$ cat src/hw/rtl/bzf_pkg.sv
// Shared types, constants and fixed-point helpers for the Bezier flattener.
// Used by bzf_weight, bzf_lane, bzf_merge and bezier_uniform_flatten_top.
package bzf_pkg;

    localparam int W_N     = 6;    // segment count width
    localparam int W_T     = 17;   // unsigned Q1.16 parameter and weight products
    localparam int W_W     = 18;   // scaled Bernstein weight
    localparam int W_C     = 32;   // signed Q16.16 coordinate
    localparam int W_TERM  = 35;   // one rounded weight*coordinate term
    localparam int W_SUM   = 37;   // exact sum of four terms
    localparam int N_LANES = 4;
    localparam int W_DCNT  = 5;

    localparam logic [W_T-1:0]    ONE_Q16   = 17'h10000;
    localparam logic [W_DCNT-1:0] DIV_LAST  = 5'd16;   // 17 restoring steps
    localparam logic [W_N-1:0]    SEG_RESET = 6'd16;
    localparam logic              OP_QUAD   = 1'b0;
    localparam logic              OP_CUBIC  = 1'b1;

    typedef enum logic [1:0] {
        ST_IDLE,
        ST_DIV,
        ST_RUN
    } bzf_state_t;

    typedef struct packed {
        logic valid;
        logic last;
    } bzf_ctl_t;

    typedef logic [N_LANES-1:0][W_W-1:0]    bzf_wvec_t;
    typedef logic [N_LANES-1:0][W_TERM-1:0] bzf_tvec_t;

    // Rounded Q1.16 product: (a*b + 0.5) >> 16
    function automatic logic [W_T-1:0] wmul(input logic [W_T-1:0] a, input logic [W_T-1:0] b);
        logic [2*W_T-1:0] p;
        begin
            p = {{W_T{1'b0}}, a} * {{W_T{1'b0}}, b} + 34'd32768;
            return p[W_T+15:16];
        end
    endfunction

endpackage

$ cat src/hw/rtl/bzf_lane.sv
// One lane: rounds weight*coordinate to Q16.16 for x and y of one control point.
// Depends on bzf_pkg.
module bzf_lane import bzf_pkg::*;
(
    input  logic                    clk,
    input  logic                    adv,
    input  logic [W_W-1:0]          w,
    input  logic signed [W_C-1:0]   px,
    input  logic signed [W_C-1:0]   py,
    output logic [W_TERM-1:0]       term_x,
    output logic [W_TERM-1:0]       term_y
);

    logic signed [W_W+W_C:0] prod_x, prod_y;
    logic signed [W_W+W_C:0] rnd_x, rnd_y;
    logic [W_TERM-1:0]       term_x_reg, term_y_reg;

    always_comb
    begin
        prod_x = $signed({1'b0, w}) * px;
        prod_y = $signed({1'b0, w}) * py;
        // floor((w*p + 0.5) / 1.0): arithmetic shift of the biased product
        rnd_x  = prod_x + 51'sd32768;
        rnd_y  = prod_y + 51'sd32768;
    end

    always_ff @(posedge clk)
    begin
        if (adv)
        begin
            term_x_reg <= rnd_x[W_W+W_C:16];
            term_y_reg <= rnd_y[W_W+W_C:16];
        end
    end

    assign term_x = term_x_reg;
    assign term_y = term_y_reg;

endmodule

$ cat config.mk
export PLATFORM = sky130hd
export DESIGN_NAME = bzf_lane
export DESIGN_NICKNAME = d
export VERILOG_FILES = /design/src/hw/rtl/bzf_pkg.sv /design/src/hw/rtl/bzf_lane.sv
export SDC_FILE = /design/constraint.sdc
export NUM_CORES = 2
export LEC_CHECK = 0
export ABC_AREA = 1
export ABC_CLOCK_PERIOD_IN_PS = 7500
export BUFFER_PORTS_ARGS = -buffer_cell sky130_fd_sc_hd__buf_2
export CELL_PAD_IN_SITES_DETAIL_PLACEMENT = 1
export CELL_PAD_IN_SITES_GLOBAL_PLACEMENT = 1
export CORE_UTILIZATION = 45
export CTS_CLUSTER_DIAMETER = 200
export CTS_CLUSTER_SIZE = 20
export DETAILED_ROUTE_END_ITERATION = 8
export GPL_TIMING_DRIVEN = 0
export PLACE_DENSITY_LB_ADDON = 0.3
export SYNTH_ARGS = -nofsm -noshare
export SYNTH_HDL_FRONTEND = slang
export SYNTH_SLANG_ARGS = --single-unit
$ cat constraint.sdc
create_clock -name clk -period 7.5 [get_ports clk]
set_clock_uncertainty 0.05 [all_clocks]
set_input_delay 1.5 -clock clk [delete_from_list [all_inputs] [get_ports clk]]
set_output_delay 1.5 -clock clk [all_outputs]
set_load 0.02 [all_outputs]
==> flow_summary.yaml <==
status:
  status: "finished, final reports clean"
global_routing:
  grt_use_total_pct: 33.2
  grt_overflow: 0
  grt_pass1_wl_um: 250000
  antenna_found_initial: 9
  grt_max_degree: 37
  grt_pass1_vias: 41869
cts:
  clk_transition_reported_paths_ns: 0.06
  cts_htree_levels: 3
  cts_made_buffers: 9
  cts.sinks: 70
  cts_buffer_depth: 2
  cts_root_buffer: "clkbuf_16"
  cts_tree: "built"
drt:
  drc: 0
  wl_per_cell_um: 22.9
  drtIter0Drc: 3106
  drt-total-wl_um: 166000
  drt_first_pass_iters: 5
  vias: 38200
  ant_nets: 0
  via_per_inst: 5.26
yosys:
  syn_avg_cell_area_um2: 7.90
  yosys.area.top_type: "fa_1"
  synthArstFlopShare_pct: 0
  synth_top_area_share_pct: 48.8
  syn_inst: 5788
  syn_area_um2: 45700
  yosys-top-cells-area: "fa_1 49%, inv_1 15%, nand2_1 12%"
  synth_seq_cells: 70
  synth_cell_types: 39
  yosys_warnings: 0
  yosysSeqAreaShare_pct: 4.60
  synth_edf_count: 70
  synthFlopType: "edfxtp_1"
  syn_nets: 7318
job:
  drv_cap: 0
floorplanning:
  core_um2: 100000
  start_util_pct: 45.5
  die-area_um2: 103000
  die_w_um: 321
  die_h_um: 321
  pin_count: 154
  rows: 116
timing:
  setup-violations-final: 0
  relSlewSlack_pct: 26.9
  finalCritPeriodShare_pct: 99.1
  finalHoldViolCount: 0
  whs_ns: 1.56
  max_freq_ghz: 0.134
  worst_pin_slew_ns: 1.10
  finalWorstSetupSlack_ns: 0.0645
  slew_viol_final: 0
  period_needed_ns: 7.44
  rsz0062_at_grt: "true"
setup_path:
  start_kind: "input port"
  required_ns: 7.58
  critical_path_arrival_ns: 7.51
  critPathKind: "input port to flop"
  end_kind: "flop"
  crit_path_max_fanout: 10
layout:
  area_growth_pct: 8.70
  final_cell_mix: "1838 x inv_1, 1490 x nand2_1, 1106 x fa_1"
  design_area_um2: 49700
  final_common_cell: "inv_1"
  nNetsFinal: 7421
  fill_cells: 12445
  drive_gt1_share_pct: 8.67
  final_util_pct: 49.5
place:
  gp_congestion: 0.971
  post-place-ws_ns: -1.97
  place_hpwl_um: 143000
  port_buffers: 71
  placed_area_um2: 47800
worst_hold_path:
  min-delay-path-class: "input port to flop"
[critical path, cell delays in order]
cell and delay (ns):
clkbuf_2 0.35, clkbuf_4 0.36, nand2_1 0.11, fa_1 0.49, fa_1 0.48, fa_1 0.60
inv_1 0.07, fa_1 0.56, fa_1 0.43, fa_1 0.44, ha_1 0.29, ha_1 0.38
nand2_1 0.24, o21ai_1 0.42, a21oi_1 0.19, o21ai_1 0.25, nand2_1 0.15, nand4_1 0.12
nand2_1 0.07
[cell usage after synthesis (all sizes together), types with 20 or more instances]
| master | n |
|---|---|
| edfxtp | 70 |
| fa | 1114 |
| inv | 1854 |
| o21ai | 70 |
| nand2 | 1531 |
| nor2 | 211 |
| nand3 | 69 |
| nor3 | 20 |
| a21oi | 123 |
| xor2 | 33 |
| clkbuf | 193 |
| buf | 61 |
| xnor2 | 22 |
| ha | 332 |
| nand4 | 26 |
[layer usage]
layer	share of wire, %	wire length [um]	track usage (%)	vias up
met5	0.028	46	0	-
met2	46	75700	52.1	1625
li1	-	-	-	16367
met3	10	16900	7.14	363
met1	40	66500	44.8	19837
met4	4.3	7110	13.1	8
[path summary, 6_finish.rpt]
| path | from | end | slack (ns) | cells after the start |
|---|---|---|---|---|
| worst min-delay path | adv | term_y[31] | 1.56 | 1 |
| worst max-delay path | py[11] | term_y[31] | 0.06 | 19 |
[cells by family after synthesis]
kind of cell	synth area share (%)
DFF	4.60
xor gates and xnor gates	1.05
and+or+nand+nor	16.2
AOI/OAI and AO/OA	2.94
buffers and inverters	17.4
adders and majority gates	57.9
[through the flow]
step / instances / setup TNS [ns]
finish: 7257 / 0
global route: 7253 / -0.259
CTS: 7242 / -0.0173
detailed placement: 7217 / -107.18
global placement: 7216 / -103.95
floorplan: 5788 / 0
[area by class of cell]
| type | count | area [um2] | area share (%) |
|---|---|---|---|
| repair buffers | 93 | 536 | 1.08 |
| flip-flops and latches | 70 | 2100 | 4.23 |
| well taps | 1357 | 1700 | 3.42 |
| diodes | 4 | 10.0 | 0.0201 |
| inverters | 1854 | 6960 | 14.0 |
| multi-input cells | 3610 | 36100 | 72.7 |
| clock inverters | 5 | 73.8 | 0.149 |
| plain buffers | 253 | 1940 | 3.90 |
| clock buffers | 11 | 233 | 0.468 |
[repair_timing]
action	CTS	global route
pin swaps	6	13
endpoints found under the setup margin	70	65
hold buffers	0	0
gates resized for setup	360	404
buffers inserted	10	11
Power is left out: the tool's default activity adds up to more than one toggle a clock period on the data nets, which glitch-free logic cannot reach.
