`config.mk`:
```
export PLATFORM = sky130hd
export DESIGN_NAME = bzf_weight
export DESIGN_NICKNAME = d
export VERILOG_FILES = /design/src/hw/rtl/bzf_pkg.sv /design/src/hw/rtl/bzf_weight.sv
export SDC_FILE = /design/constraint.sdc
export NUM_CORES = 2
export LEC_CHECK = 0
export ABC_AREA = 0
export BUFFER_PORTS_ARGS = -buffer_cell sky130_fd_sc_hd__buf_2
export CORE_UTILIZATION = 60
export CTS_CLUSTER_DIAMETER = 100
export CTS_CLUSTER_SIZE = 10
export DETAILED_ROUTE_END_ITERATION = 7
export MAX_ROUTING_LAYER = met4
export PLACE_DENSITY = 0.81
export SYNTH_ARGS = -nofsm -noshare
export SYNTH_HDL_FRONTEND = slang
export SYNTH_SLANG_ARGS = --single-unit
```
`constraint.sdc`:
```
create_clock -name clk -period 7.65 [get_ports clk]
set_input_delay 1.1475 -clock clk [delete_from_list [all_inputs] [get_ports clk]]
set_output_delay 1.1475 -clock clk [all_outputs]
set_load 0.03 [all_outputs]
```
`src/hw/rtl/bzf_pkg.sv`:
```
// Shared types, constants and fixed-point helpers for the Bezier flattener.
// Used by bzf_weight, bzf_lane, bzf_merge and bezier_uniform_flatten_top.
package bzf_pkg;

    localparam int W_N     = 6;    // segment count width
    localparam int W_T     = 17;   // unsigned Q1.16 parameter and weight products
    localparam int W_W     = 18;   // scaled Bernstein weight
    localparam int W_C     = 32;   // signed Q16.16 coordinate
    localparam int W_TERM  = 35;   // one rounded weight*coordinate term
    localparam int W_SUM   = 37;   // exact sum of four terms
    localparam int N_LANES = 4;
    localparam int W_DCNT  = 5;

    localparam logic [W_T-1:0]    ONE_Q16   = 17'h10000;
    localparam logic [W_DCNT-1:0] DIV_LAST  = 5'd16;   // 17 restoring steps
    localparam logic [W_N-1:0]    SEG_RESET = 6'd16;
    localparam logic              OP_QUAD   = 1'b0;
    localparam logic              OP_CUBIC  = 1'b1;

    typedef enum logic [1:0] {
        ST_IDLE,
        ST_DIV,
        ST_RUN
    } bzf_state_t;

    typedef struct packed {
        logic valid;
        logic last;
    } bzf_ctl_t;

    typedef logic [N_LANES-1:0][W_W-1:0]    bzf_wvec_t;
    typedef logic [N_LANES-1:0][W_TERM-1:0] bzf_tvec_t;

    // Rounded Q1.16 product: (a*b + 0.5) >> 16
    function automatic logic [W_T-1:0] wmul(input logic [W_T-1:0] a, input logic [W_T-1:0] b);
        logic [2*W_T-1:0] p;
        begin
            p = {{W_T{1'b0}}, a} * {{W_T{1'b0}}, b} + 34'd32768;
            return p[W_T+15:16];
        end
    endfunction

endpackage

```
`src/hw/rtl/bzf_weight.sv`:
```
// Two-stage Bernstein weight unit: t -> (tt, uu, ut) -> cubic or quadratic weights.
// Depends on bzf_pkg.
module bzf_weight import bzf_pkg::*;
(
    input  logic           clk,
    input  logic           rst_n,
    input  logic           adv,
    input  bzf_ctl_t       in_ctl,
    input  logic [W_T-1:0] t,
    input  logic           op,
    output bzf_ctl_t       out_ctl,
    output bzf_wvec_t      w,
    output logic           busy
);

    bzf_ctl_t        ctl2_reg, ctl2_next;
    bzf_ctl_t        ctl3_reg, ctl3_next;
    logic [W_T-1:0]  t2_reg, u2_reg, tt2_reg, uu2_reg, ut2_reg;
    logic [W_T-1:0]  u1;
    bzf_wvec_t       w3_reg, w3_next;
    logic [W_T-1:0]  p_uuu, p_uut, p_utt, p_ttt;

    assign u1 = ONE_Q16 - t;

    always_comb
    begin
        ctl2_next = adv ? in_ctl : ctl2_reg;
        ctl3_next = adv ? ctl2_reg : ctl3_reg;
    end

    always_ff @(posedge clk or negedge rst_n)
    begin
        if (!rst_n)
        begin
            ctl2_reg <= '0;
            ctl3_reg <= '0;
        end
        else
        begin
            ctl2_reg <= ctl2_next;
            ctl3_reg <= ctl3_next;
        end
    end

    // stage 1: square and cross products of t and u
    always_ff @(posedge clk)
    begin
        if (adv)
        begin
            t2_reg  <= t;
            u2_reg  <= u1;
            tt2_reg <= wmul(t, t);
            uu2_reg <= wmul(u1, u1);
            ut2_reg <= wmul(u1, t);
        end
    end

    // stage 2: third-order products, then pick the weight set
    always_comb
    begin
        p_uuu   = wmul(uu2_reg, u2_reg);
        p_uut   = wmul(uu2_reg, t2_reg);
        p_utt   = wmul(u2_reg, tt2_reg);
        p_ttt   = wmul(tt2_reg, t2_reg);
        w3_next = '0;
        unique case (op)
            OP_CUBIC:
            begin
                w3_next[0] = {1'b0, p_uuu};
                w3_next[1] = {p_uut, 1'b0} + {1'b0, p_uut};
                w3_next[2] = {p_utt, 1'b0} + {1'b0, p_utt};
                w3_next[3] = {1'b0, p_ttt};
            end
            OP_QUAD:
            begin
                w3_next[0] = {1'b0, uu2_reg};
                w3_next[1] = {ut2_reg, 1'b0};
                w3_next[2] = {1'b0, tt2_reg};
                w3_next[3] = '0;
            end
            default:
            begin
                w3_next = '0;
            end
        endcase
    end

    always_ff @(posedge clk)
    begin
        if (adv)
        begin
            w3_reg <= w3_next;
        end
    end

    assign out_ctl = ctl3_reg;
    assign w       = w3_reg;
    assign busy    = ctl2_reg.valid | ctl3_reg.valid;

endmodule

```
==> run metrics <==
max incr delay on CP=0.54 ns; final setup violation count=40; arrival time at the worst endpoint=8.57 ns; Top Family by Delay on Critical Path=adder cells; CP Launch Type=flop; Worst Path Buf+Inv=8; Crit-path slowest cell=fa_1; prevailing post-synth register cell=edfxtp_1; EDFF count, synth=154; count of cell types in the netlist=87; Die Y=336 um; Placement Setup Slack=-1.29 ns; Reg clk slew, reported paths=0.09 ns; Hold/Removal Path Class=in2async; non-filler cells in the finished layout=9365; Area Growth Syn to Fin=15.9%; CTS max path bufs=2; DR pass1 iterations=6; post-route minimum period=8.30 ns; synthesis warning total=0; overflow left after global routing=0; critical register-to-register path startpoint=t2_reg[5]; final worst-path setup slack=-0.651 ns; Worst path most repeated cell=fa_1; fraction of registers with async set/reset=0.0253; Placeable Area=0.111 mm^2; CTS root buf=clkbuf_16; Slew HR=0.357; initial antenna violation count=4; FMAX=120 MHz; Horiz. Die Dim=336 um; Die ar.=0.113 mm^2; CTS Sinks=158; outcome=finished, violations left; antenna-violating nets left=0; Pins Over Slew Limit=0; Least-Margin Pin Slew=0.965 ns; count of final hold-check violations=0; layout cell share with drive strength beyond 1=0.175; DRC errors left=0; R2R Setup Slk=-0.65 ns; placed insts=9212; Reg2Reg Depth=37; flops & latches, synth=158; H-tree depth=4; hold buffer count at CTS=0; Fill cells=7773; Initial DRC Count=3773; Final nets=10207; first-pass GRT wire length=300 mm; number of max-cap violations=0; post-synthesis area per instance=9.30 um^2; routed len/inst=19.9 um; unrepaired setup endpoints after global routing=true; cells after synthesis=7206; Worst-Skew Late Latency=0.52 ns; CTS tree=yes; footprint of the multi-input gates=0.0558 mm^2; gr usage total=0.353; RR Endpoint=w[34]; initial core utilization=0.606; vias in the first global route=57596; Vias=51485; mapped cell area=0.0670 mm^2; # rows=122; Req. time, crit path=7.92 ns; IO Pins=98; failing checks=setup timing; Sequential Area=0.00472 mm^2; period utilisation layout=1.09; Routed WL=186 mm; largest net degree at the start of global routing=62; Worst Setup Path Type=reg2reg; DP HPWL=149 mm; final RePlAce weighted congestion=0.975; I/O Buffers=95; max FFs per register=70; CTS buffer count=17; share of the yosys chip area belonging to registers=0.0705; largest fanout on the critical path=6; skew final=0.0282 ns; CP Capture Type=flop; DR vias/cell=5.50
==> metal layers <==
| metal | track usage | routed length [um] |
|---|---|---|
| met3 | 0.0717 | 16200 |
| met1 | 0.421 | 69100 |
| met2 | 0.574 | 89800 |
| met4 | 0.172 | 10900 |
| met5 | - | 0 |
==> cells in the mapped netlist (20+ instances only) <==
master    instances  area (um^2)
a21o_1           55          413
a21oi_1         100          500
and2_1          572         3580
and3_1           23          144
clkbuf_1        304         1140
edfxtp_1        154         4620
fa_1           1503        30100
ha_1            824        10300
inv_1          1878         7050
mux2_2           42          473
nand2_1         913         3430
nand3_1          20          100
nor2_1          258          968
nor2b_1          56          350
nor3_1           46          230
o21a_1           30          225
o21ai_0          47          235
xnor2_1         124         1090
xor2_1           44          385
==> through the flow <==
stage	hold slack, ns	util	TNS (ns)	cell area (um^2)
finish	0.431	0.702	-12.01	77700
global route	0.417	0.702	-20.63	77700
CTS	0.405	0.694	-8.49	76800
detailed placement	0.494	0.671	-40.16	74200
global placement	0.484	0.671	-32.50	74200
floorplan	0.475	-	-11.55	67400
==> area by class of cell <==
class / count / share of cell area
diodes: 7 / 0.000225
clock buffers: 18 / 0.00552
clock inverters: 14 / 0.00193
inverters: 1891 / 0.0916
multi-input cells: 4841 / 0.719
flip-flops and latches: 158 / 0.0608
well taps: 1488 / 0.0240
repair buffers: 948 / 0.0973
==> cells in the final DEF, fill, tap and decap left out, drive strengths merged, types with 4 or more instances in the layout <==
cell type | synthesis | final
buf | 12 | 948
nor2 | 259 | 259
a41o | 4 | 4
diode | 0 | 7
o21bai | 12 | 12
nor3 | 47 | 47
inv | 1878 | 1888
ha | 824 | 824
and2 | 573 | 573
o31ai | 9 | 9
xnor2 | 125 | 125
a31o | 6 | 6
nor3b | 4 | 4
nand2 | 913 | 913
or3 | 10 | 10
a21oi | 101 | 101
clkbuf | 305 | 18
fa | 1503 | 1503
nand3 | 20 | 20
dfrtp | 4 | 4
a21boi | 4 | 4
o21ai | 52 | 52
a2111oi | 7 | 7
xor2 | 45 | 45
a21o | 56 | 56
and3 | 24 | 24
a211oi | 10 | 10
or2 | 14 | 14
nor2b | 56 | 56
edfxtp | 154 | 154
o2111ai | 4 | 4
o41ai | 5 | 5
clkinv | 13 | 14
nand2b | 13 | 13
nand4 | 10 | 10
a31oi | 7 | 7
a211o | 5 | 5
o21a | 30 | 30
mux2 | 42 | 42
==> cell families (layout without fill, tap and decap cells) <==
group | after synthesis | count (layout) | synth area share
other | 1 | 9 | 0.0000559
DFF | 158 | 158 | 0.0705
adders and majority gates | 2327 | 2327 | 0.603
xor gates and xnor gates | 170 | 170 | 0.0224
and+or+nand+nor | 1960 | 1960 | 0.139
AOI/OAI and AO/OA | 337 | 337 | 0.0342
buffers and inverters | 2208 | 2871 | 0.124
muxes | 45 | 45 | 0.00750
==> worst max-delay path by stage <==
stage,from,endpoint,slack (ns),depth (start not counted)
finish,t2_reg[5],w[34],-0.65,37
floorplan,t[0],uu2_reg[16],-1.02,34
CTS,t2_reg[5],w[35],-0.55,38
global route,uu2_reg[7],w[34],-0.89,36
detailed placement,t[0],ut2_reg[8],-1.29,31
global placement,t[6],uu2_reg[16],-1.20,29
==> repair_timing <==
action,in CTS,in global routing
pin swaps,192,114
endpoints found under the setup margin,48,57
gates cloned,1,0
buffers inserted,99,39
hold endpoints to repair,0,0
resized for setup,306,163
Power is not shown: default switching activity piles up to over one toggle a cycle in this logic, so the estimate is an artifact.
