### src/hw/rtl/bzf_pkg.sv
// Shared types, constants and fixed-point helpers for the Bezier flattener.
// Used by bzf_weight, bzf_lane, bzf_merge and bezier_uniform_flatten_top.
package bzf_pkg;

    localparam int W_N     = 6;    // segment count width
    localparam int W_T     = 17;   // unsigned Q1.16 parameter and weight products
    localparam int W_W     = 18;   // scaled Bernstein weight
    localparam int W_C     = 32;   // signed Q16.16 coordinate
    localparam int W_TERM  = 35;   // one rounded weight*coordinate term
    localparam int W_SUM   = 37;   // exact sum of four terms
    localparam int N_LANES = 4;
    localparam int W_DCNT  = 5;

    localparam logic [W_T-1:0]    ONE_Q16   = 17'h10000;
    localparam logic [W_DCNT-1:0] DIV_LAST  = 5'd16;   // 17 restoring steps
    localparam logic [W_N-1:0]    SEG_RESET = 6'd16;
    localparam logic              OP_QUAD   = 1'b0;
    localparam logic              OP_CUBIC  = 1'b1;

    typedef enum logic [1:0] {
        ST_IDLE,
        ST_DIV,
        ST_RUN
    } bzf_state_t;

    typedef struct packed {
        logic valid;
        logic last;
    } bzf_ctl_t;

    typedef logic [N_LANES-1:0][W_W-1:0]    bzf_wvec_t;
    typedef logic [N_LANES-1:0][W_TERM-1:0] bzf_tvec_t;

    // Rounded Q1.16 product: (a*b + 0.5) >> 16
    function automatic logic [W_T-1:0] wmul(input logic [W_T-1:0] a, input logic [W_T-1:0] b);
        logic [2*W_T-1:0] p;
        begin
            p = {{W_T{1'b0}}, a} * {{W_T{1'b0}}, b} + 34'd32768;
            return p[W_T+15:16];
        end
    endfunction

endpackage

### src/hw/rtl/bzf_merge.sv
// Merge stage: sums the lane terms, saturates to 32 bits and holds the output point.
// Depends on bzf_pkg.
module bzf_merge import bzf_pkg::*;
(
    input  logic                  clk,
    input  logic                  rst_n,
    input  logic                  adv,
    input  bzf_ctl_t              in_ctl,
    input  bzf_tvec_t             term_x,
    input  bzf_tvec_t             term_y,
    output logic                  out_valid,
    output logic signed [W_C-1:0] pt_x,
    output logic signed [W_C-1:0] pt_y,
    output logic                  last,
    output logic                  busy
);

    bzf_ctl_t          ctl4_reg, ctl4_next;
    logic              out_valid_reg, out_valid_next;
    logic [W_C-1:0]    pt_x_reg, pt_y_reg;
    logic              last_reg;
    logic [W_SUM-1:0]  sum_x, sum_y;
    logic [W_C-1:0]    sat_x, sat_y;

    function automatic logic [W_C-1:0] sat32(input logic [W_SUM-1:0] v);
        logic ovf;
        begin
            ovf = (v[W_SUM-1:W_C-1] != {(W_SUM-W_C+1){1'b0}})
                && (v[W_SUM-1:W_C-1] != {(W_SUM-W_C+1){1'b1}});
            if (!ovf)
                return v[W_C-1:0];
            else if (v[W_SUM-1])
                return {1'b1, {(W_C-1){1'b0}}};
            else
                return {1'b0, {(W_C-1){1'b1}}};
        end
    endfunction

    always_comb
    begin
        sum_x = '0;
        sum_y = '0;
        for (int k = 0; k < N_LANES; k++)
        begin
            sum_x = sum_x + {{(W_SUM-W_TERM){term_x[k][W_TERM-1]}}, term_x[k]};
            sum_y = sum_y + {{(W_SUM-W_TERM){term_y[k][W_TERM-1]}}, term_y[k]};
        end
        sat_x = sat32(sum_x);
        sat_y = sat32(sum_y);
    end

    always_comb
    begin
        ctl4_next      = adv ? in_ctl : ctl4_reg;
        out_valid_next = adv ? ctl4_reg.valid : out_valid_reg;
    end

    always_ff @(posedge clk or negedge rst_n)
    begin
        if (!rst_n)
        begin
            ctl4_reg      <= '0;
            out_valid_reg <= 1'b0;
        end
        else
        begin
            ctl4_reg      <= ctl4_next;
            out_valid_reg <= out_valid_next;
        end
    end

    always_ff @(posedge clk)
    begin
        if (adv && ctl4_reg.valid)
        begin
            pt_x_reg <= sat_x;
            pt_y_reg <= sat_y;
            last_reg <= ctl4_reg.last;
        end
    end

    assign out_valid = out_valid_reg;
    assign pt_x      = pt_x_reg;
    assign pt_y      = pt_y_reg;
    assign last      = last_reg;
    assign busy      = ctl4_reg.valid;

endmodule

### config.mk
export PLATFORM = sky130hd
export DESIGN_NAME = bzf_merge
export DESIGN_NICKNAME = d
export VERILOG_FILES = /design/src/hw/rtl/bzf_pkg.sv /design/src/hw/rtl/bzf_merge.sv
export SDC_FILE = /design/constraint.sdc
export NUM_CORES = 1
export LEC_CHECK = 0
export ABC_AREA = 1
export BUFFER_PORTS_ARGS = -buffer_cell sky130_fd_sc_hd__buf_2
export CAP_MARGIN = 20
export CORE_ASPECT_RATIO = 1.75
export CORE_MARGIN = 3
export CORE_UTILIZATION = 55
export CTS_CLUSTER_DIAMETER = 40
export DETAILED_ROUTE_END_ITERATION = 10
export GPL_TIMING_DRIVEN = 0
export PLACE_DENSITY_LB_ADDON = 0.05
export SYNTH_ARGS = -nofsm -noshare
export SYNTH_HDL_FRONTEND = slang
export SYNTH_SLANG_ARGS = --single-unit
### constraint.sdc
create_clock -name clk -period 3.3 [get_ports clk]
set_input_delay 0.66 -clock clk [delete_from_list [all_inputs] [get_ports clk]]
set_output_delay 0.66 -clock clk [all_outputs]
set_load 0.02 [all_outputs]
==> results.json, run 1 <==
{
  "run_status": "finished, violations left",
  "violations": "design-rule violations, negative setup slack",
  "cts_htree_levels": 3,
  "core_region_area_mm2": 0.0217,
  "cp-start-kind": "primary input",
  "finalNetCount": 2579,
  "syn_to_final_growth_pct": 45.6,
  "crit_required_ns": 3.39,
  "io_pins": 352,
  "fin_util_pct": 82.0,
  "cts_tree": "yes",
  "ff2ff_setup_slack_ns": 1.75,
  "final.period_utilization_pct": 118,
  "clock_tree_sinks": 68,
  "drtPass1Iterations": 8,
  "place_ws_ns": -1.14,
  "initial_utilization_pct": 56.3,
  "port_buffers": 351,
  "critPathLaunch": "term_x[12]",
  "die_area_mm2": 0.0241,
  "ant_nets": 0,
  "hold_viol": 0,
  "synth_top_area_cells": "fa_1 23%, edfxtp_1 16%, inv_1 15%",
  "totalWireLength_um": 41800,
  "synthTopCellsByCount": "487 x inv_1, 382 x nand2_1, 142 x fa_1",
  "reg2reg_depth": 2,
  "rr_startpoint": "busy$_DFFE_PN0P_",
  "yosys.cell_count.top_type": "inv_1",
  "dpl.hpwl_um": 29600,
  "dominant_cell_type_by_area_after_synthesis": "fa_1",
  "synth_cells": 1651,
  "finish.instance_area_mm2": 0.0178,
  "power.static_leakage_nw": 9.57,
  "synth.ff_latch_count": 68,
  "synthDominantCellAreaShare_pct": 23.3,
  "clk_pin_slew_ns": 0.06,
  "pin_count_of_the_biggest_net_entering_global_routing": 66,
  "hold_slack_ns": 0.0966,
  "setup_viol": 62,
  "top_layer": "met4",
  "detail_route.iter0.violations": 758,
  "met2RoutedLength_um": 24000,
  "power_per_cell_area_mw_per_mm2": 735,
  "avgViaCountPerCell": 5.21,
  "post_route_cells_drive_above_1_share_pct": 46.2,
  "fin_ws_ns": -0.585,
  "worst_path_class_setup": "primary input to flop",
  "cts_hold_buf": 0,
  "finalWorstPathRequiredPeriod_ns": 3.88,
  "critical_path.endpoint_type": "flop",
  "tightestPinTransition_ns": 0.914,
  "vdd.ir_drop.worst_mv": 0.323,
  "cts_root_buffer": "clkbuf_16",
  "die_height_um": 203,
  "grt_overflow_total": 0,
  "drc_errors": 1,
  "numCtsBuffers": 9,
  "worst_clock_skew_ns": 0.00470,
  "fin_tns_setup_ns": -30.67,
  "gp_routability_congestion": 0.921,
  "placed_area_mm2": 0.0144,
  "groute.usage.overall_pct": 30.8,
  "syn_area_per_cell_um2": 7.40,
  "crit_path_max_fanout": 7,
  "slew_viol_final": 0,
  "worst_slew_margin_rel_pct": 39.1,
  "grt_antenna_before_repair": 1,
  "rr_endpoint": "pt_y[25]$_DFFE_PP_",
  "cp-endpoint": "pt_x[8]$_DFFE_PP_",
  "synth_cell_type_count": 43,
  "num_vias": 12404,
  "hold_path.class": "primary input to asynchronous set/reset pin",
  "async_flop_share_pct": 4.41,
  "synth_enable_flop_cells": 65,
  "clockBufferDepth": 2,
  "synth_top_flop_cell": "edfxtp_1",
  "synth_warnings": 0,
  "final_routed_wire_length_divided_by_cell_count_um": 17.6,
  "cap_violations": 0,
  "grt_pass1_vias": 12801,
  "crit_arrival_ns": 3.98,
  "syn-cell-area_mm2": 0.0122,
  "clock.fmax_mhz": 257,
  "die_width_um": 119,
  "synth_seq_area_share_pct": 16.6,
  "met3RoutedLength_um": 1970,
  "synth_fp_nets": 2150,
  "clk_latency_ns": 0.35,
  "met1_length_um": 12700,
  "std_cell_rows": 71,
  "grt_pass1_wl_um": 59000,
  "grt_setup_unrepaired": "true"
}
-- cells in the final DEF (no fill, tap or decap), types with 5 or more instances in the layout --
cell | Yosys | layout
buf_8 | 2 | 5
nand3_1 | 49 | 34
nor3_4 | 0 | 5
ha_1 | 72 | 6
buf_16 | 0 | 6
fa_1 | 142 | 135
xor2_1 | 37 | 37
nor2_4 | 5 | 35
clkbuf_16 | 0 | 11
edfxtp_1 | 65 | 65
nand2_4 | 3 | 87
o21bai_1 | 14 | 13
nand3_2 | 13 | 18
ha_4 | 0 | 63
buf_2 | 0 | 344
buf_12 | 6 | 11
a21oi_4 | 0 | 5
nor2_1 | 75 | 40
buf_6 | 1 | 12
nand3_4 | 1 | 11
nand2_1 | 382 | 253
nor2_2 | 15 | 20
nand2_2 | 115 | 159
inv_1 | 487 | 450
a21oi_1 | 74 | 32
clkinv_1 | 3 | 5
inv_2 | 4 | 37
o21ai_1 | 2 | 6
buf_4 | 3 | 50
xnor2_1 | 21 | 21
and2_4 | 3 | 5
fa_2 | 0 | 7
a21oi_2 | 2 | 39
-- through the flow --
stage,instances,power (W)
3_3_place_gp,2294,0.00828
6_report,2379,0.0131
2_1_floorplan,1651,0.00658
4_1_cts,2350,0.0111
5_1_grt,2378,0.0138
3_5_place_dp,2294,0.00836
-- routing by layer --
layer  track usage (%)  vias to the layer above
met1              27.2                     5882
met3              3.51                      224
met5                 0                        -
li1                  -                     5706
met4              21.3                        0
met2              62.4                      592
-- report_power, final --
part | internal [W] | switching (W)
registers | 0.00139 | 0.0000649
clock network | 0.000659 | 0.000423
logic | 0.00429 | 0.00624
total | 0.00634 | 0.00673
-- repair_timing --
action / 4_1_cts / 5_1_grt
gates resized for setup: 224 / 317
setup buffers: 34 / 25
gates cloned: 7 / 2
pin swaps: 56 / 150
setup endpoints to repair: 62 / 62
-- how the worst min path moves through the flow --
| stage | startpoint | end | slack [ns] | depth (start not counted) |
|---|---|---|---|---|
| 2_1_floorplan | rst_n | busy$_DFFE_PN0P_ | 0.36 | 0 |
| 3_3_place_gp | ctl4_reg[0]$_DFFE_PN0P_ | last$_DFFE_PP_ | 0.43 | 0 |
| 3_5_place_dp | ctl4_reg[0]$_DFFE_PN0P_ | last$_DFFE_PP_ | 0.43 | 0 |
| 4_1_cts | rst_n | busy$_DFFE_PN0P_ | 0.09 | 1 |
| 5_1_grt | rst_n | busy$_DFFE_PN0P_ | 0.1 | 1 |
| 6_report | rst_n | busy$_DFFE_PN0P_ | 0.1 | 1 |
-- area by class of cell --
class	count	area [µm²]
clock buffers	9	225
clock inverters	7	91.3
fillers	1385	3900
repair buffers	418	2530
flip-flops and latches	68	2030
plain buffers	12	213
multi-input cells	1077	10400
well taps	292	365
diodes	2	5.00
inverters	494	1870
-- cell families (layout without fill, tap and decap cells) --
group	Yosys count	count (layout)	share of synthesized area [%]
adders and majority gates	214	214	30.7
AOI/OAI and AO/OA	107	107	4.84
and+or+nand+nor	696	696	26.9
buffers and inverters	506	940	16.7
other	0	2	0
xor gates and xnor gates	58	58	4.16
muxes	2	2	0.184
DFF	68	68	16.6
-- worst max-delay path, stage by stage --
cell and delay (ns):
buf_2 0.08, inv_1 0.05, fa_1 0.57, fa_1 0.46
inv_1 0.13, ha_4 0.23, nand2_1 0.13, inv_1 0.09
nand2_1 0.09, nand2_1 0.10, a21oi_2 0.26, nand2_4 0.10
nand2_4 0.10, nand3_2 0.07, nand2_1 0.06, nand2_1 0.06
nor2_1 0.11, nand2_2 0.11, nand3_4 0.24, buf_6 0.19
nand2_2 0.08
Note: power is estimated with default switching activity, not from simulation.
==> run 2, diff against run 1 <==
--- a/config.mk
+++ b/config.mk
@@ -6,13 +6,13 @@
 export NUM_CORES = 1
 export LEC_CHECK = 0
 export ABC_AREA = 1
-export BUFFER_PORTS_ARGS = -buffer_cell sky130_fd_sc_hd__buf_2
 export CAP_MARGIN = 20
 export CORE_ASPECT_RATIO = 1.75
 export CORE_MARGIN = 3
 export CORE_UTILIZATION = 55
 export CTS_CLUSTER_DIAMETER = 40
 export DETAILED_ROUTE_END_ITERATION = 10
+export DONT_BUFFER_PORTS = 1
 export GPL_TIMING_DRIVEN = 0
 export PLACE_DENSITY_LB_ADDON = 0.05
 export SYNTH_ARGS = -nofsm -noshare
==> results.json, run 2 (same netlist as run 1, synthesis figures left out) <==
{
  "clk_latency_ns": 0.35,
  "numCtsBuffers": 9,
  "crit_path_max_fanout": 10,
  "drc_errors": 0,
  "clock_tree_sinks": 68,
  "cp_num_buf_inv": 3,
  "setup_viol": 62,
  "ff2ff_setup_slack_ns": 1.58,
  "clock.fmax_mhz": 272,
  "detail_route.iter0.violations": 418,
  "worst_clock_skew_ns": 0.00773,
  "hp-start": "adv",
  "groute.usage.overall_pct": 26.4,
  "die_area_mm2": 0.0241,
  "pin_count_of_the_biggest_net_entering_global_routing": 66,
  "hold_path.class": "primary input to flop",
  "finalNetCount": 2193,
  "totalWireLength_um": 33300,
  "worst_slew_margin_rel_pct": 38.6,
  "worst_path_class_setup": "primary input to flop",
  "port_buffers": 0,
  "power.static_leakage_nw": 7.59,
  "std_cell_rows": 71,
  "run_status": "finished, violations left",
  "tightestPinTransition_ns": 0.920,
  "final.period_utilization_pct": 111,
  "slowest_delay_ns": 0.54,
  "slew_viol_final": 0,
  "timing.hold.worst_endpoint": "out_valid$_DFFE_PN0P_",
  "core_region_area_mm2": 0.0217,
  "rr_startpoint": "busy$_DFFE_PN0P_",
  "drtPass1Iterations": 5,
  "cp-start-kind": "primary input",
  "crit_path_cell_trace": "inv_8 -> fa_1 -> fa_1 -> inv_2 -> ha_4 -> fa_2 -> nand2_2 -> nand3_4 -> nand3_2 -> nand2_4 -> nand2_4 -> nand2_8 -> nand2_4 -> nand3_2 -> nand2_1 -> nand2_2 -> nor2_4 -> nand2_4 -> nand3_4 -> buf_12 -> nand2_2",
  "hold_depth": 1,
  "cts_root_buffer": "clkbuf_16",
  "crit_arrival_ns": 3.77,
  "reg2reg_depth": 2,
  "crit_top_cell": "nand2_4",
  "critical_path.top_delay_family": "adder cells",
  "leading_cell_type_in_the_layout_fill_and_taps_excluded": "inv_1",
  "crit_required_ns": 3.40,
  "grt_pass1_wl_um": 50100,
  "num_vias": 10239,
  "power_per_cell_area_mw_per_mm2": 738,
  "fin_tns_setup_ns": -20.52,
  "finalWorstPathRequiredPeriod_ns": 3.67,
  "gp_routability_congestion": 0.895,
  "grt_overflow_total": 0,
  "place_ws_ns": -0.977,
  "num-fill-cells": 1898,
  "grt_antenna_before_repair": 0,
  "die_height_um": 203,
  "avgViaCountPerCell": 5.14,
  "ant_nets": 0,
  "rr_endpoint": "pt_y[30]$_DFFE_PP_",
  "grt_pass1_vias": 10621,
  "final_routed_wire_length_divided_by_cell_count_um": 16.7,
  "clk_pin_slew_ns": 0.06,
  "syn_to_final_growth_pct": 21.1,
  "initial_utilization_pct": 56.3,
  "cap_violations": 0,
  "vdd.ir_drop.worst_mv": 0.330,
  "fin_ws_ns": -0.375,
  "cts_htree_levels": 3,
  "io_pins": 352,
  "dpl.hpwl_um": 27500,
  "cts_tree": "yes",
  "antenna_cells": 0,
  "die_width_um": 119,
  "grt_setup_unrepaired": "true",
  "clockBufferDepth": 2,
  "worst_path_max_delay_cell": "fa_1",
  "most-common-layout-cells": "476 x inv_1, 316 x nand2_1, 146 x nand2_2",
  "hold_viol": 0,
  "post_route_cells_drive_above_1_share_pct": 27.0,
  "hold_slack_ns": 0.425,
  "critical_path.endpoint_type": "flop",
  "violations": "negative setup slack"
}
-- run 2: cell types whose count changed in the layout (fill, tap and decap cells not counted), sizes merged --
| cell | before | now |
|---|---|---|
| diode | 2 | 0 |
| bufinv | 2 | 1 |
| buf | 428 | 40 |
| dlygate4sd3 | 0 | 1 |
| clkbuf | 11 | 13 |
-- run 2: layer usage --
| metal | vias to the layer above | GRT usage [%] | part of all wire, % | wire length (µm) |
|---|---|---|---|---|
| met3 | 109 | 2.68 | 3.1 | 1020 |
| li1 | 4923 | - | - | - |
| met2 | 341 | 54.9 | 59 | 19500 |
| met4 | 0 | 13.0 | 5.7 | 1910 |
| met5 | - | 0 | 0 | 0 |
| met1 | 4866 | 24.7 | 32 | 10800 |
-- run 2: how the worst max path moves through the flow --
stage                    start                  to  slack [ns]  cells after the start
floorplan           term_y[71]  pt_y[22]$_DFFE_PP_       -0.37                     21
global placement     term_x[1]  pt_x[29]$_DFFE_PP_       -0.98                     21
detailed placement   term_x[1]  pt_x[29]$_DFFE_PP_       -0.98                     21
CTS                 term_y[12]  pt_y[19]$_DFFE_PP_       -0.31                     20
global route        term_y[17]  pt_y[19]$_DFFE_PP_       -0.48                     22
finish              term_y[36]  pt_y[19]$_DFFE_PP_       -0.37                     21
-- run 2: timing repair --
item / CTS / global route
setup endpoints to repair: 62 / 62
hold endpoints to repair: 3 / 0
pin swaps: 15 / 50
hold buffers: 1 / 0
resized for setup: 132 / 195
setup buffers: 15 / 12
gates cloned: 1 / 3
-- run 2: power by group --
group	internal, W	switching, W
clock network	0.000605	0.000413
registers	0.00141	0.000385
logic	0.00324	0.00486
-- run 2: stage by stage --
stage          power, W  util, %  cell area, µm²  std cells
2_1_floorplan   0.00658        -           12300       1651
3_3_place_gp    0.00802     58.3           12600       1943
3_5_place_dp    0.00805     58.3           12600       1943
4_1_cts         0.00980     63.2           13700       1976
5_1_grt          0.0117     68.2           14800       1991
6_report         0.0109     68.2           14800       1991
-- run 2: layout make-up --
| class | instances | area [µm²] | area share [%] |
|---|---|---|---|
| repair buffers | 32 | 307 | 2.07 |
| clock buffers | 10 | 239 | 1.62 |
| multi-input cells | 1077 | 9690 | 65.5 |
| inverters | 494 | 1880 | 12.7 |
| well taps | 292 | 365 | 2.47 |
| plain buffers | 12 | 216 | 1.46 |
| clock inverters | 6 | 63.8 | 0.432 |
| flip-flops and latches | 68 | 2030 | 13.7 |
